**config.mk**
```make
export PLATFORM = sky130hd
export DESIGN_NAME = tvn_front
export DESIGN_NICKNAME = d
export VERILOG_FILES = /design/src/hw/rtl/tvn_pkg.sv /design/src/hw/rtl/tvn_front.sv
export SDC_FILE = /design/constraint.sdc
export NUM_CORES = 2
export LEC_CHECK = 0
export ABC_AREA = 0
export BUFFER_PORTS_ARGS = -buffer_cell sky130_fd_sc_hd__buf_4
export CELL_PAD_IN_SITES_DETAIL_PLACEMENT = 1
export CELL_PAD_IN_SITES_GLOBAL_PLACEMENT = 1
export CORE_MARGIN = 1
export CORE_UTILIZATION = 55
export DETAILED_ROUTE_END_ITERATION = 16
export GPL_ROUTABILITY_DRIVEN = 0
export PLACE_DENSITY_LB_ADDON = 0.1
export SYNTH_ARGS = -nofsm -noshare
export SYNTH_HDL_FRONTEND = slang
export SYNTH_SLANG_ARGS = --single-unit
```
**constraint.sdc**
```tcl
create_clock -name clock -period 18.8 [get_ports clock]
set_input_delay 1.88 -clock clock [delete_from_list [all_inputs] [get_ports clock]]
set_output_delay 1.88 -clock clock [all_outputs]
set_load 0.05 [all_outputs]
```
**src/hw/rtl/tvn_pkg.sv**
```systemverilog
// Shared constants and types for the tilt vector normaliser.
package tvn_pkg;

   // Default fraction bits of the tilt words
   localparam int unsigned FracBitsDefault = 14;
   // Width of a raw axis sample and of a tilt word
   localparam int unsigned AxisWidth = 16;
   localparam int unsigned TiltWidth = 16;
   // Width of a squared axis and of the squared magnitude
   localparam int unsigned SqWidth  = 31;
   localparam int unsigned MsqWidth = 33;

   // Control that travels down the chain beside each word
   typedef struct packed {
      logic valid;
      logic zero;
      logic neg_x;
      logic neg_y;
   } stage_ctl_type;

endpackage

```
**src/hw/rtl/tvn_front.sv**
```systemverilog
// Front end: squares the axes, sums the magnitude and seeds the residuals.
module tvn_front #(
   parameter int unsigned FRAC_BITS = tvn_pkg::FracBitsDefault,
   parameter int unsigned W         = 2 * FRAC_BITS + 36
) (
   input  logic                                clock,
   input  logic                                reset,
   input  logic                                en,
   input  logic                                req_valid,
   input  logic signed [tvn_pkg::AxisWidth-1:0] req_accel_x,
   input  logic signed [tvn_pkg::AxisWidth-1:0] req_accel_y,
   input  logic signed [tvn_pkg::AxisWidth-1:0] req_accel_z,
   output tvn_pkg::stage_ctl_type              ctl_out,
   output logic [tvn_pkg::MsqWidth-1:0]        msq_out,
   output logic [W-1:0]                        rx_out,
   output logic [W-1:0]                        ry_out
);

   localparam int unsigned SqW  = tvn_pkg::SqWidth;
   localparam int unsigned MsqW = tvn_pkg::MsqWidth;

   tvn_pkg::stage_ctl_type sq_ctl_ff, sq_ctl_in;
   logic [SqW-1:0]         sq_x_ff, sq_y_ff, sq_z_ff;
   logic [SqW-1:0]         sq_x_in, sq_y_in, sq_z_in;
   tvn_pkg::stage_ctl_type ctl_ff, ctl_in;
   logic [MsqW-1:0]        msq_ff, msq_in;
   logic [W-1:0]           rx_ff, rx_in, ry_ff, ry_in;
   logic signed [2*tvn_pkg::AxisWidth-1:0] px, py, pz;

   // Square each axis
   always_comb begin
      px = req_accel_x * req_accel_x;
      py = req_accel_y * req_accel_y;
      pz = req_accel_z * req_accel_z;
      sq_x_in = px[SqW-1:0];
      sq_y_in = py[SqW-1:0];
      sq_z_in = pz[SqW-1:0];
      sq_ctl_in.valid = req_valid;
      sq_ctl_in.zero  = 1'b0;
      sq_ctl_in.neg_x = req_accel_x[tvn_pkg::AxisWidth-1];
      sq_ctl_in.neg_y = req_accel_y[tvn_pkg::AxisWidth-1];
   end

   // Sum the magnitude and scale the axis squares into residuals
   always_comb begin
      msq_in = MsqW'(sq_x_ff) + MsqW'(sq_y_ff) + MsqW'(sq_z_ff);
      rx_in  = W'(sq_x_ff) << (2 * FRAC_BITS);
      ry_in  = W'(sq_y_ff) << (2 * FRAC_BITS);
      ctl_in = sq_ctl_ff;
      ctl_in.zero = (msq_in == '0);
   end

   // Advance both stages together; only the valid bits take the reset
   always_ff @(posedge clock) begin
      if (reset) begin
         sq_ctl_ff.valid <= 1'b0;
         ctl_ff.valid    <= 1'b0;
      end else if (en) begin
         sq_ctl_ff.valid <= sq_ctl_in.valid;
         ctl_ff.valid    <= ctl_in.valid;
      end
      if (en) begin
         sq_ctl_ff.zero  <= sq_ctl_in.zero;
         sq_ctl_ff.neg_x <= sq_ctl_in.neg_x;
         sq_ctl_ff.neg_y <= sq_ctl_in.neg_y;
         sq_x_ff <= sq_x_in;
         sq_y_ff <= sq_y_in;
         sq_z_ff <= sq_z_in;
         ctl_ff.zero  <= ctl_in.zero;
         ctl_ff.neg_x <= ctl_in.neg_x;
         ctl_ff.neg_y <= ctl_in.neg_y;
         msq_ff <= msq_in;
         rx_ff  <= rx_in;
         ry_ff  <= ry_in;
      end
   end

   assign ctl_out = ctl_ff;
   assign msq_out = msq_ff;
   assign rx_out  = rx_ff;
   assign ry_out  = ry_ff;

endmodule

```
After elaboration in Yosys (flattened, before gate mapping):

Index checks and enable logic that the tools add are counted.

* register bits after elaboration: 195
* bits of input ports: 52
* word-level logic and storage cells: 19

* add/subtract/negate cells: 2
* multipliers: 3
* reductions and logical operators: 1

Operators with widths (count)
* 16-bit by 16-bit multiplier with 31-bit output: 3
* 32-bit by 31-bit adder with 33-bit output: 1
* 33-bit zero test: 1
* 31-bit by 31-bit adder with 32-bit output: 1

Logic depth before layout (Yosys ltp):

* depth after elaboration: 3
* gate-level depth with buffers: 27
* depth with buffers taken out: 26

Worst setup path before layout:

No wires, ideal clock.

* kind: input -> register
* from: input port req_accel_y[15] (netlist name)
* to: register sq_y_ff[30] (data pin)
* library setup time: 0.259 ns
* arrival time: 8.185 ns
* required time: 18.541 ns
* path slack: 10.355 ns
* stages: 24
* path buffers: 2
* path through: clkbuf_1 -> inv_1 -> clkbuf_1 -> nor2_1 -> fa_1 -> fa_1 -> fa_1 -> fa_1 -> fa_1 -> inv_1 -> fa_1 -> inv_1 -> ha_1 -> a21o_1 -> a21o_1 -> a21o_1 -> a21oi_1 -> inv_1 -> a221o_1 -> a31oi_1 -> nor2_1 -> a2111oi_0 -> a21oi_1 -> xnor2_1

* word-level cells in the longest chain between the ends: 1

Ends and longest elaborated chain
* start: declaration: line tvn_front.sv:11 `input logic signed [tvn_pkg::AxisWidth-1:0] req_accel_y,`
* 16-bit by 16-bit multiplier with 31-bit output: line tvn_front.sv:33 `py = req_accel_y * req_accel_y;`
* named net py, one bit: line tvn_front.sv:28 `logic signed [2*tvn_pkg::AxisWidth-1:0] px, py, pz;`
* end signal: assignment: line tvn_front.sv:67 `sq_y_ff <= sq_y_in;`
* end: declaration: line tvn_front.sv:23 `logic [SqW-1:0] sq_x_ff, sq_y_ff, sq_z_ff;`

The timed path passes the listed nets, and every way through them passes these cells.
A chain may end at the register's enable or synchronous reset.

Final worst setup path:

Same ends and word-level chain as after synthesis.

==> metrics.yaml <==
synth_edf_count: 188
final_util: 0.5932
grt_pass1_vias: 27190
tns_ns: 0
finalCritPeriodShare: 0.4705
max_clock_freq_mhz: 113.0
drive_gt1_frac: 0.06030
design_area_um2: 36610
clk_latency_ns: 0.45
antenna_found_initial: 2
min_path_type: "reg2reg"
crit_arrival_ns: 9.05
syn_inst: 3388
coreArea_um2: 61710
rsz0062_at_grt: "false"
io_buffers: 148
synth_cell_types: 67
htree_num_levels: 4
setup_violations: 0
std_cell_rows: 91
ctsHoldBuffers: 0
grt_max_degree: 118
syn_avg_cell_area_um2: 10.14
cts.sinks: 190
register_area_um2: 5685
cap_violations: 0
crit_start: "req_accel_y[15]"
crit_path_end_kind: "register"
worst_hold_slack_ns: 0.4574
path_clk_slew_ns: 0.08
ys_seq_area_frac: 0.1655
hpwl_um: 76590
placed_area_um2: 36000
ctsResizeCount: 0
cts_buffers: 17
final-max-slew-violation-count: 0
ys_async_sr_fraction: 0
track_usage: 0.2957
status: "finished clean"
cts_setup_buffers: 0
critPathLaunchType: "input pin"
min_to: "ctl_out[1]"
drc_errors: 0
root_buffer: "clkbuf_16"
synthFlopType: "edfxtp_1"
reg2reg_to: "ctl_out[2]"
via_count: 23190
fp.dieW_um: 251.9
min_period_ns: 8.846
grt.overflow.total: 0
antenna_left: 0
vias_per_cell: 5.348
rr_startpoint: "sq_y_ff[6]"
initial_utilization: 0.5566
yosys_warnings: 0
worstMarginPinSlew_ns: 0.9995
max_slew_margin: 0.3337
drt_wl_total_um: 89170
multi_input_area_um2: 24400
hold_path.startpoint: "ctl_in[1]"
area_growth_pct: 6.568
path_class: "in2reg"
ys_seq_elements: 190
r2r_setup_slack_ns: 13.71
grt_first_pass_wirelength_um: 143700
die_y_um: 251.9
dr.pass1.iters: 5
dieArea_um2: 63460
ioPinCount: 217
num-fill-cells: 6808
finClkSkew_ns: 0.01472
path_max_fanout: 19
nNetsFinal: 4544
rr_worst_depth: 13
drtIter0Drc: 1028
hold_viol: 0
clock_path_buffers: 2
post_drt_wl_per_cell_um: 20.56
worstPathRequired_ns: 19.00
syn_area_um2: 34350
cts_tree: "yes"
min_path_cells: 0
## synth_stat cells (37+ instances only)
master | count | area [um2]
a21o_1 | 57 | 427.9
a21oi_1 | 85 | 425.4
and2_1 | 100 | 625.6
buf_4 | 68 | 510.5
clkbuf_1 | 69 | 259.0
edfxtp_1 | 188 | 5645
fa_1 | 721 | 14430
ha_1 | 285 | 3566
inv_1 | 992 | 3724
nand2_1 | 255 | 957.2
nor2_1 | 147 | 551.8
xnor2_1 | 125 | 1095
xor2_1 | 37 | 324.1
## critical path, stage by stage
cell	delay (ns)
buf_4	0.19
inv_1	0.48
nor2_1	0.20
fa_1	0.82
fa_1	0.51
fa_1	0.50
fa_1	0.50
fa_1	0.49
inv_1	0.05
fa_1	0.48
inv_1	0.04
ha_1	0.34
a21o_1	0.18
a21o_1	0.17
a21o_1	0.17
a21oi_1	0.29
inv_1	0.11
a221o_1	0.32
a31oi_1	0.23
nor2_1	0.08
a2111oi_0	0.65
a21oi_1	0.17
xnor2_1	0.17
## cells in the final DEF, fill, tap and decap left out, types with 57 or more instances in the layout
cell / n
a21o_1: 57
a21oi_1: 85
and2_1: 100
buf_4: 148
conb_1: 71
edfxtp_1: 188
fa_1: 721
ha_1: 285
inv_1: 992
nand2_1: 255
nor2_1: 147
xnor2_1: 125
## worst max-delay path by stage
stage / end / slack, ns / cells past startpoint
6_report: sq_y_ff[30] / 9.95 / 23
5_1_grt: sq_y_ff[30] / 9.64 / 23
4_1_cts: sq_y_ff[30] / 10.01 / 23
3_5_place_dp: sq_y_ff[30] / 9.54 / 23
3_3_place_gp: sq_y_ff[30] / 9.80 / 23
2_1_floorplan: sq_y_ff[30] / 10.36 / 24
## layer usage
metal,share of wire,global-route usage
met5,0,0
met4,0.041,0.1160
met3,0.048,0.02920
met2,0.53,0.5377
met1,0.38,0.3615
## flip-flops by register name, indices dropped and copies added, names as in the netlist
name / cells
rx_out: 30
ctl_in: 3
sq_y_ff: 30
msq_out: 33
ctl_out: 4
sq_z_ff: 30
sq_x_ff: 30
ry_out: 30
## through the flow
stage | setup slack, ns | std cells
3_3_place_gp | 9.804 | 4304
6_report | 9.954 | 4337
2_1_floorplan | 10.36 | 3458
5_1_grt | 9.636 | 4337
3_5_place_dp | 9.540 | 4304
4_1_cts | 10.01 | 4336
## kinds of logic (layout without fill, tap and decap cells)
group / Yosys count / after routing / share of synthesized area
buffers and inverters: 1137 / 1178 / 0.1317
adder cells (fa/ha/maj): 1006 / 1006 / 0.5240
AND/OR/NAND/NOR: 613 / 613 / 0.08207
AO/OA/AOI/OAI: 274 / 274 / 0.05373
flip-flops: 190 / 190 / 0.1655
XOR/XNOR: 162 / 162 / 0.04131
multiplexers: 5 / 5 / 0.001566
other: 1 / 72 / 0.0001092
## cell type report
type / count / share of cell area
clock buffers: 17 / 0.01162
repair buffers: 149 / 0.03073
inverters: 997 / 0.1022
clock inverters: 15 / 0.004751
well taps: 837 / 0.02861
multi-input cells: 2131 / 0.6667
diodes: 1 / 0.00006836
flip-flops and latches: 190 / 0.1553
Power is left out: the tool's default activity adds up to more than one toggle a clock period on the data nets, which glitch-free logic cannot reach.
