File: src/hw/rtl/tvn_pkg.sv
// Shared constants and types for the tilt vector normaliser.
package tvn_pkg;

   // Default fraction bits of the tilt words
   localparam int unsigned FracBitsDefault = 14;
   // Width of a raw axis sample and of a tilt word
   localparam int unsigned AxisWidth = 16;
   localparam int unsigned TiltWidth = 16;
   // Width of a squared axis and of the squared magnitude
   localparam int unsigned SqWidth  = 31;
   localparam int unsigned MsqWidth = 33;

   // Control that travels down the chain beside each word
   typedef struct packed {
      logic valid;
      logic zero;
      logic neg_x;
      logic neg_y;
   } stage_ctl_type;

endpackage

File: src/hw/rtl/tvn_cell.sv
// One chain cell: settles one quotient bit for both lanes.
module tvn_cell #(
   parameter int unsigned FRAC_BITS = tvn_pkg::FracBitsDefault,
   parameter int unsigned W         = 2 * FRAC_BITS + 36,
   parameter int unsigned BIT       = 0
) (
   input  logic                         clock,
   input  logic                         reset,
   input  logic                         en,
   input  tvn_pkg::stage_ctl_type       ctl_in_w,
   input  logic [tvn_pkg::MsqWidth-1:0] msq_in_w,
   input  logic [W-1:0]                 dx_in_w,
   input  logic [W-1:0]                 ex_in_w,
   input  logic [FRAC_BITS:0]           qx_in_w,
   input  logic [W-1:0]                 dy_in_w,
   input  logic [W-1:0]                 ey_in_w,
   input  logic [FRAC_BITS:0]           qy_in_w,
   output tvn_pkg::stage_ctl_type       ctl_out,
   output logic [tvn_pkg::MsqWidth-1:0] msq_out,
   output logic [W-1:0]                 dx_out,
   output logic [W-1:0]                 ex_out,
   output logic [FRAC_BITS:0]           qx_out,
   output logic [W-1:0]                 dy_out,
   output logic [W-1:0]                 ey_out,
   output logic [FRAC_BITS:0]           qy_out
);

   tvn_pkg::stage_ctl_type   ctl_ff;
   logic [tvn_pkg::MsqWidth-1:0] msq_ff;
   logic [W-1:0]             dx_ff, dx_in, ex_ff, ex_in, dy_ff, dy_in, ey_ff, ey_in;
   logic [FRAC_BITS:0]       qx_ff, qx_in, qy_ff, qy_in;
   logic [W-1:0]             msq_w, tx, ty;
   logic                     ok_x, ok_y;

   // Trial: (2*q*2^b + 2^2b) * msq against the residual, from shifts only
   always_comb begin
      msq_w = W'(msq_in_w);
      tx    = (ex_in_w << (BIT + 1)) + (msq_w << (2 * BIT));
      ty    = (ey_in_w << (BIT + 1)) + (msq_w << (2 * BIT));
      ok_x  = (tx <= dx_in_w);
      ok_y  = (ty <= dy_in_w);
      dx_in = ok_x ? dx_in_w - tx : dx_in_w;
      dy_in = ok_y ? dy_in_w - ty : dy_in_w;
      ex_in = ok_x ? ex_in_w + (msq_w << BIT) : ex_in_w;
      ey_in = ok_y ? ey_in_w + (msq_w << BIT) : ey_in_w;
      qx_in = qx_in_w | ((FRAC_BITS + 1)'(ok_x) << BIT);
      qy_in = qy_in_w | ((FRAC_BITS + 1)'(ok_y) << BIT);
   end

   // Hand the word on to the next cell; only the valid bit takes the reset
   always_ff @(posedge clock) begin
      if (reset) begin
         ctl_ff.valid <= 1'b0;
      end else if (en) begin
         ctl_ff.valid <= ctl_in_w.valid;
      end
      if (en) begin
         ctl_ff.zero  <= ctl_in_w.zero;
         ctl_ff.neg_x <= ctl_in_w.neg_x;
         ctl_ff.neg_y <= ctl_in_w.neg_y;
         msq_ff <= msq_in_w;
         dx_ff  <= dx_in;
         ex_ff  <= ex_in;
         qx_ff  <= qx_in;
         dy_ff  <= dy_in;
         ey_ff  <= ey_in;
         qy_ff  <= qy_in;
      end
   end

   assign ctl_out = ctl_ff;
   assign msq_out = msq_ff;
   assign dx_out  = dx_ff;
   assign ex_out  = ex_ff;
   assign qx_out  = qx_ff;
   assign dy_out  = dy_ff;
   assign ey_out  = ey_ff;
   assign qy_out  = qy_ff;

endmodule

File: config.mk
export PLATFORM = sky130hd
export DESIGN_NAME = tvn_cell
export DESIGN_NICKNAME = d
export VERILOG_FILES = /design/src/hw/rtl/tvn_pkg.sv /design/src/hw/rtl/tvn_cell.sv
export SDC_FILE = /design/constraint.sdc
export NUM_CORES = 1
export LEC_CHECK = 0
export ABC_AREA = 1
export BUFFER_PORTS_ARGS = -buffer_cell sky130_fd_sc_hd__buf_2
export CORE_ASPECT_RATIO = 2
export CORE_MARGIN = 1.5
export CORE_UTILIZATION = 47
export DETAILED_ROUTE_END_ITERATION = 8
export PLACE_DENSITY = 0.69
export SLEW_MARGIN = 20
export SYNTH_ARGS = -nofsm -noshare
export SYNTH_HDL_FRONTEND = slang
export SYNTH_SLANG_ARGS = --single-unit
File: constraint.sdc
create_clock -name clock -period 9.4 [get_ports clock]
set_clock_uncertainty 0.1 [all_clocks]
set_input_delay 0.94 -clock clock [delete_from_list [all_inputs] [get_ports clock]]
set_output_delay 0.94 -clock clock [all_outputs]
set_load 0.02 [all_outputs]
==> run metrics, run 1 <==
Post-CTS Hold Buffers 0; GRT overflow 1292; Initial Util 0.475; CTS H-tree lvls 2; status aborted with a tool error; hpwl dp 201000 um; Mapped Cells 6790; site row count 149; cts bufs inserted 35; Simple-Gate Fraction of Synth Area 0.445; largest family of logic cells by synthesized area simple AND/OR/NAND/NOR gates; area leader, netlist nand2_1; largest net degree at the start of global routing 102; placed cells 8438; ranking of synthesized cells by area nand2_1 (27%), edfxtp_1 (25%), inv_1 (12%), ha_1 (8.2%), nand3_1 (8.1%); YS warnings 0; register bit total from synthesis 323; GPL Wtd Cong 1.20; Die Wd 207 um; post-CTS setup buffer count 0; post-synthesis compound-gate area fraction 0.0451; vias in the first global route 58300; first-pass GRT wire length 461000 um; sequential fraction of the synthesis area 0.247; Failed at global routing; Clock Path Buffers 3; root buffer cell clkbuf_16; Synth Flop Type edfxtp_1; post-synthesis adder-cell area fraction 0.0853; IO Pins 649; Port Buffers 648; Synthesized Nets 7380; Async SR Flop Fraction 0; CTS Sinks 323; Mapped Area 0.0393 mm2; Post-Syn Area per Cell 5.78 um2; post-synthesis cell type count 40; tool error [ERROR GRT-0116] Global routing finished with congestion. Check the congestion regions in the DRC Viewer.; share of the synthesized area in the top cell type 0.274; GRT Resource Usage Total 0.718; post-synthesis mux area share 0.000255; Resized Gates After CTS 0; Chip Height 412 um; xor/xnor share of the synthesized area 0.0417; Post-synth EDFFs 322
synth_stat cells, types with 2 or more instances:
cell      count
a21oi_1     224
buf_2        33
o21ai_1       4
nand3b_1     15
fa_1          6
nand2_1    2865
inv_2         9
o21a_1        2
nand3_2       5
inv_1      1281
nor4_1        7
nand4_1      64
o21ai_0      86
buf_4        23
and3_1        9
o21bai_1     11
nand2_2       3
or2_1         2
a21o_1       10
nor3_1       91
a21oi_2       2
xnor2_1      57
buf_6        12
ha_1        258
nor2_1      588
and2_1        8
nand2b_1      2
nor2_2       12
clkbuf_1      9
nand3_1     632
xor2_1      130
edfxtp_1    322
metal layers:
metal / GRT overflow / global-route usage
met2: 901 / 0.982
met1: 5 / 0.656
met5: 5 / 0.195
met4: 369 / 0.800
met3: 12 / 0.491
cells by family after synthesis:
logic type      Yosys count
compound gates          340
xor+xnor                187
fa+ha+maj               264
buf+inv                1368
flops                   323
mux                       1
simple gates           4307
per-stage QoR:
step / setup WS, ns / area (um2)
CTS: 2.45 / 44800
detailed placement: 1.84 / 43600
global placement: 1.91 / 43600
floorplan: 4.91 / 39300
==> run 2: changes to the inputs <==
--- a/config.mk
+++ b/config.mk
@@ -7,11 +7,10 @@
 export LEC_CHECK = 0
 export ABC_AREA = 1
 export BUFFER_PORTS_ARGS = -buffer_cell sky130_fd_sc_hd__buf_2
-export CORE_ASPECT_RATIO = 2
 export CORE_MARGIN = 1.5
-export CORE_UTILIZATION = 47
+export CORE_UTILIZATION = 32
 export DETAILED_ROUTE_END_ITERATION = 8
-export PLACE_DENSITY = 0.69
+export PLACE_DENSITY_LB_ADDON = 0.15
 export SLEW_MARGIN = 20
 export SYNTH_ARGS = -nofsm -noshare
 export SYNTH_HDL_FRONTEND = slang
==> run metrics, run 2 <==
status finished, final reports clean; post-synthesis cell type count 40 (unchanged); Placed Area 0.0442 mm2 (+1.5%); Psw 0.00332 W; Resized Gates After CTS 0 (unchanged); Post-CTS Hold Buffers 0 (unchanged); Synth Flop Type edfxtp_1; share of cells above drive strength 1 0.102; period utilization 0.655; synthesis-to-finish area growth 16.1%; clk_lat worst skew 0.63 ns; final net count 8010; Via density 5.02; Initial Util 0.323 (-0.153); Async SR Flop Fraction 0 (unchanged); top cells by count, synth nand2_1 (2865), inv_1 (1281), nand3_1 (632), nor2_1 (588), edfxtp_1 (322); post-CTS setup buffer count 0 (unchanged); Clock transition at path regs 0.07 ns; share of the synthesized area in the top cell type 0.274 (unchanged); multi-input combinational cell area 0.0243 mm2; Pleak 25.6 nW; Post-Syn Area per Cell 5.78 um2 (unchanged); Layout Utilization 0.374; pwr dens 153 mW/mm2; Slew Viols, Final 0; IO Pins 649 (unchanged); root buffer cell clkbuf_16; worst slew pin tran 1.19 ns; Setup TNS 0 ns; DRC violations left 0; hold slack 0.346 ns; RR Startpoint ctl_out[3]; Synthesized Nets 7380 (unchanged); vias in the first global route 42600; CP max FO 84; hold depth 1; via count 45600; initial antenna violation count 33; Internal 0.00366 W; Post-DRT Antenna Nets 0; most frequent cells in the layout nand2_1 (2865), inv_1 (1281), buf_2 (647); YS warnings 0 (unchanged); Clock Path Buffers 3 (unchanged); Register Area 0.00969 mm2; Core Area 0.122 mm2; Chip Height 353 um (-14%); crit-path max cell delay 0.75 ns; Final Cell Area 0.0456 mm2; die area 0.125 mm2; Max Fclk 162 MHz; Critical path origin msq_in_w[1]; largest net degree at the start of global routing 102; type of the worst setup path in2reg; TritonRoute pass-1 iters 6; Crit path depth 28; Clock power frac 0.231; final hold vios 0; GRT overflow 0; Switching Fraction 0.475; Mapped Area 0.0393 mm2 (unchanged); first-pass GRT wire length 299000 um; ranking of synthesized cells by area nand2_1 (27%), edfxtp_1 (25%), inv_1 (12%), ha_1 (8.2%), nand3_1 (8.1%); CTS H-tree lvls 2 (unchanged); CTS tree done; final WL 212000 um; GPL Wtd Cong 1.04 (-14%); crit end category flop; worst IR drop on VDD 134 uV; site row count 128 (-14%); Port Buffers 648 (unchanged); wire per inst 23.4 um; unrepaired setup endpoints after global routing false; WP data required 9.69 ns; CTS Sinks 323 (unchanged); Critical-path top delay cell nand3_4; Register-to-Register Path Depth 2; Mapped Cells 6790 (unchanged); Final Critical Period 6.16 ns; count leader, synth nand2_1; GRT Resource Usage Total 0.328; Min-Delay Startpoint qx_in_w[5]; Filler Cell Count 13900; endpoints failing setup 0; Crit path max-delay family simple AND/OR/NAND/NOR gates; max-capacitance violation count 0; most common cell type on the critical path nand2_1; hpwl dp 184000 um (-8.7%); DR iter-0 viols 4588; cts bufs inserted 42 (+20%); Hold Path Class in2reg; sequential fraction of the synthesis area 0.247 (unchanged); sequential share of power 0.273; Die Wd 353 um (+70%); data arrival time of the critical path 6.45 ns; area leader, netlist nand2_1; commonest non-fill, non-tap cell in the layout nand2_1; CP startpoint kind primary input; power share of the combinational group 0.495; Crit path buffers/inverters 4; Slew headroom 0.207; Post-synth EDFFs 322 (unchanged); register bit total from synthesis 323 (unchanged)
run 2: cell counts after synthesis:
No cell type changed its count.
run 2: power groups by stage:
stage	registers, W	clock network [W]	logic [W]
finish	0.00191	0.00161	0.00346
floorplan	0.00217	0	0.00182
CTS	0.00191	0.00165	0.00343
global placement	0.00194	0	0.00343
global route	0.00192	0.00170	0.00375
detailed placement	0.00194	0	0.00341
run 2: worst reg2reg max path: cells and delay by family, from the launching register on:
family           cells  cell delay, ns
and+or+nand+nor      1            0.05
muxes                1            0.13
DFF                  1            0.31
run 2: worst paths after layout:
| path | end | slack (ns) |
|---|---|---|
| min | qx_out[5] | 0.35 |
| max | ex_out[1] | 3.24 |
| min reg2reg | ctl_out[3] | 0.42 |
| max reg2reg | ctl_out[3] | 8.70 |
run 2: through the flow:
step,power (W),cells,setup WS [ns]
2_1_floorplan,0.00399,6790,4.91
3_3_place_gp,0.00537,9001,2.62
3_5_place_dp,0.00535,9001,2.62
4_1_cts,0.00699,9079,3.32
5_1_grt,0.00737,9080,2.73
6_report,0.00698,9089,3.24
run 2: final cells by class:
cell class	count	area share
diodes	10	0.000549
clock buffers	53	0.0240
clock inverters	25	0.00505
inverters	1291	0.106
multi-input cells	5099	0.532
flip-flops and latches	323	0.213
well taps	1625	0.0446
repair buffers	663	0.0744
run 2: kinds of logic (layout without fill, tap and decap cells):
group	count (synthesis)	count (layout)	synth area share
AOI/OAI and AO/OA	340	340	0.0451
buffers and inverters	1368	2032	0.136
adders and majority gates	264	264	0.0853
muxes	1	1	0.000255
other	0	10	0
DFF	323	323	0.247
xor gates and xnor gates	187	187	0.0417
and+or+nand+nor	4307	4307	0.445
run 2: routing by layer:
metal  part of all wire  global-route usage
met4              0.034              0.0994
met3              0.077              0.0481
met5            0.00055                   0
met2               0.45               0.540
met1               0.44               0.443
Power figures use the tool's default switching activity.
==> run 3: changes to the inputs <==
==> constraint.sdc (replaced) <==
create_clock -name clock -period 6.2 [get_ports clock]
set_clock_uncertainty 0.1 [all_clocks]
set_input_delay 0.62 -clock clock [delete_from_list [all_inputs] [get_ports clock]]
set_output_delay 0.62 -clock clock [all_outputs]
set_load 0.02 [all_outputs]
==> run metrics, run 3 (synthesized netlist as in run 2, its figures left out) <==
largest net degree at the start of global routing 105 (+2.9%); CTS Sinks 323 (unchanged); IO Pins 649 (unchanged); GRT Resource Usage Total 0.325 (-0.00303); Port Buffers 648 (unchanged); Post-CTS Hold Buffers 0 (unchanged); cts bufs inserted 44 (+4.8%); crit path cell chain buf_2 -> ha_1 -> inv_1 -> fa_1 -> nand3b_1 -> nand2_1 -> a21oi_1 -> o21ai_0 -> nand2_1 -> nand2_1 -> xnor2_1 -> ha_1 -> nand2_1 -> nor2_1 -> nand2_1 -> nor2_2 -> nor4b_1 -> o21ai_4 -> buf_12 -> nand3_1 -> nand2_1; Register Area 0.00969 mm2 (unchanged); Hold Path Sink ctl_out[3]; site row count 128 (unchanged); status finished, final reports clean; DR iter-0 viols 4846 (+5.6%); endpoints failing setup 0 (unchanged); Clock transition at path regs 0.06 ns (about the same); Slew headroom 0.331 (+0.124); CP max FO 79 (-6.0%); Chip Height 353 um (unchanged); GRT overflow 0 (unchanged); Filler Cell Count 13700 (-1.7%); most frequent cells in the layout nand2_1 (2865), inv_1 (1281), buf_2 (647); CTS tree done; share of cells above drive strength 1 0.107 (+0.00548); worst slew pin tran 1.00 ns (-0.181 ns); Hold Path Class in2reg; Clock Path Buffers 3 (unchanged); Min-Delay Startpoint reset; post-CTS setup buffer count 0 (unchanged); max-capacitance violation count 0 (unchanged); Cell Count, Final, Fillers Out 9127 (+0.42%); crit-path max cell delay 0.64 ns (-0.11 ns); final WL 211000 um (-0.69%); GPL Wtd Cong 1.03 (-0.68%); Via density 5.04 (+0.33%); wire per inst 23.1 um (-1.1%); Critical-path top delay cell nor4b_1; most common cell type on the critical path nand2_1; RR Startpoint ctl_out[3]; commonest non-fill, non-tap cell in the layout nand2_1; period utilization 0.832; first-pass GRT wire length 297000 um (-0.68%); Layout Utilization 0.379 (+0.00422); worst IR drop on VDD 217 uV (+62%); Max Fclk 194 MHz; vias in the first global route 42700 (+0.33%); final hold vios 0 (unchanged); unrepaired setup endpoints after global routing false; DRC violations left 0 (unchanged); pwr dens 234 mW/mm2 (+53%); Resized Gates After CTS 0 (unchanged); hold depth 2 (+1); synthesis-to-finish area growth 17.4%; Post-Place Setup Slack 0.511 ns (-2.11 ns); clk_lat worst skew 0.64 ns (about the same); multi-input combinational cell area 0.0243 mm2 (unchanged); TritonRoute pass-1 iters 7 (+1); die area 0.125 mm2 (unchanged); Pleak 25.9 nW (+1.1%); R2R setup slack 5.53 ns (-3.17 ns); final net count 8051 (+0.51%); type of the worst setup path in2reg; Register-to-Register Path Depth 2 (unchanged); via count 46000 (+0.75%); data arrival time of the critical path 5.45 ns (-1.00 ns); Slew Viols, Final 0 (unchanged); Setup TNS 0 ns (unchanged); Post-DRT Antenna Nets 0 (unchanged); CP startpoint kind primary input; Die Wd 353 um (unchanged); final setup margin 1.04 ns (-2.20 ns); Core Area 0.122 mm2 (unchanged); CTS H-tree lvls 2 (unchanged); placed cells 9040 (+0.43%); Initial Util 0.323 (unchanged); worst r2r dst ctl_out[3]; hpwl dp 181000 um (-1.4%); root buffer cell clkbuf_16; initial antenna violation count 25 (-24%); Final Critical Period 5.16 ns; WP data required 6.49 ns (-3.20 ns); crit end category flop
[run 3: metal layers]
metal / global-route usage / share of wire / vias up
met5: 0 / 0.00051 / -
met4: 0.0858 / 0.028 / 16
met3: 0.0512 / 0.079 / 265
met2: 0.530 / 0.45 / 1912
met1: 0.445 / 0.44 / 21400
li1: - / - / 22400
[run 3: report_power, final]
group          internal, W  switching (W)  leakage [nW]
sequential         0.00279       0.000113          3.15
combinational      0.00149        0.00377          22.1
clock              0.00145        0.00116         0.685
[run 3: worst max-delay path, delay by kind of cell]
family | cells | cell delay [ns]
XOR/XNOR | 1 | 0.11
buffers and inverters | 3 | 0.44
adder cells (fa/ha/maj) | 3 | 1.01
AND/OR/NAND/NOR | 11 | 2.42
AO/OA/AOI/OAI | 3 | 0.68
[run 3: how the worst max path moves through the flow]
stage,end,cells past startpoint,slack [ns],startpoint
global route,ex_out[53],26,0.72,msq_in_w[1]
detailed placement,dx_out[42],21,0.51,msq_in_w[1]
CTS,dx_out[42],21,1.20,msq_in_w[1]
floorplan,dy_out[5],25,2.03,msq_in_w[1]
global placement,dx_out[42],21,0.40,msq_in_w[1]
finish,ex_out[23],21,1.04,msq_in_w[1]
[run 3: layout make-up]
class | count | share of cell area
Clock buffer | 51 | 0.0245
Antenna cell | 9 | 0.000489
Multi-Input combinational cell | 5099 | 0.527
Clock inverter | 27 | 0.00611
Tap cell | 1625 | 0.0441
Sequential cell | 323 | 0.210
Timing Repair Buffer | 702 | 0.0829
Inverter | 1291 | 0.105
[run 3: per-stage QoR]
step                power, W  hold slack [ns]  cell area [um2]
floorplan            0.00606            0.479            39300
global placement     0.00815            0.374            44700
detailed placement   0.00813            0.383            44700
CTS                   0.0108          0.00494            46100
global route          0.0113           0.0122            46100
finish                0.0108           0.0400            46100
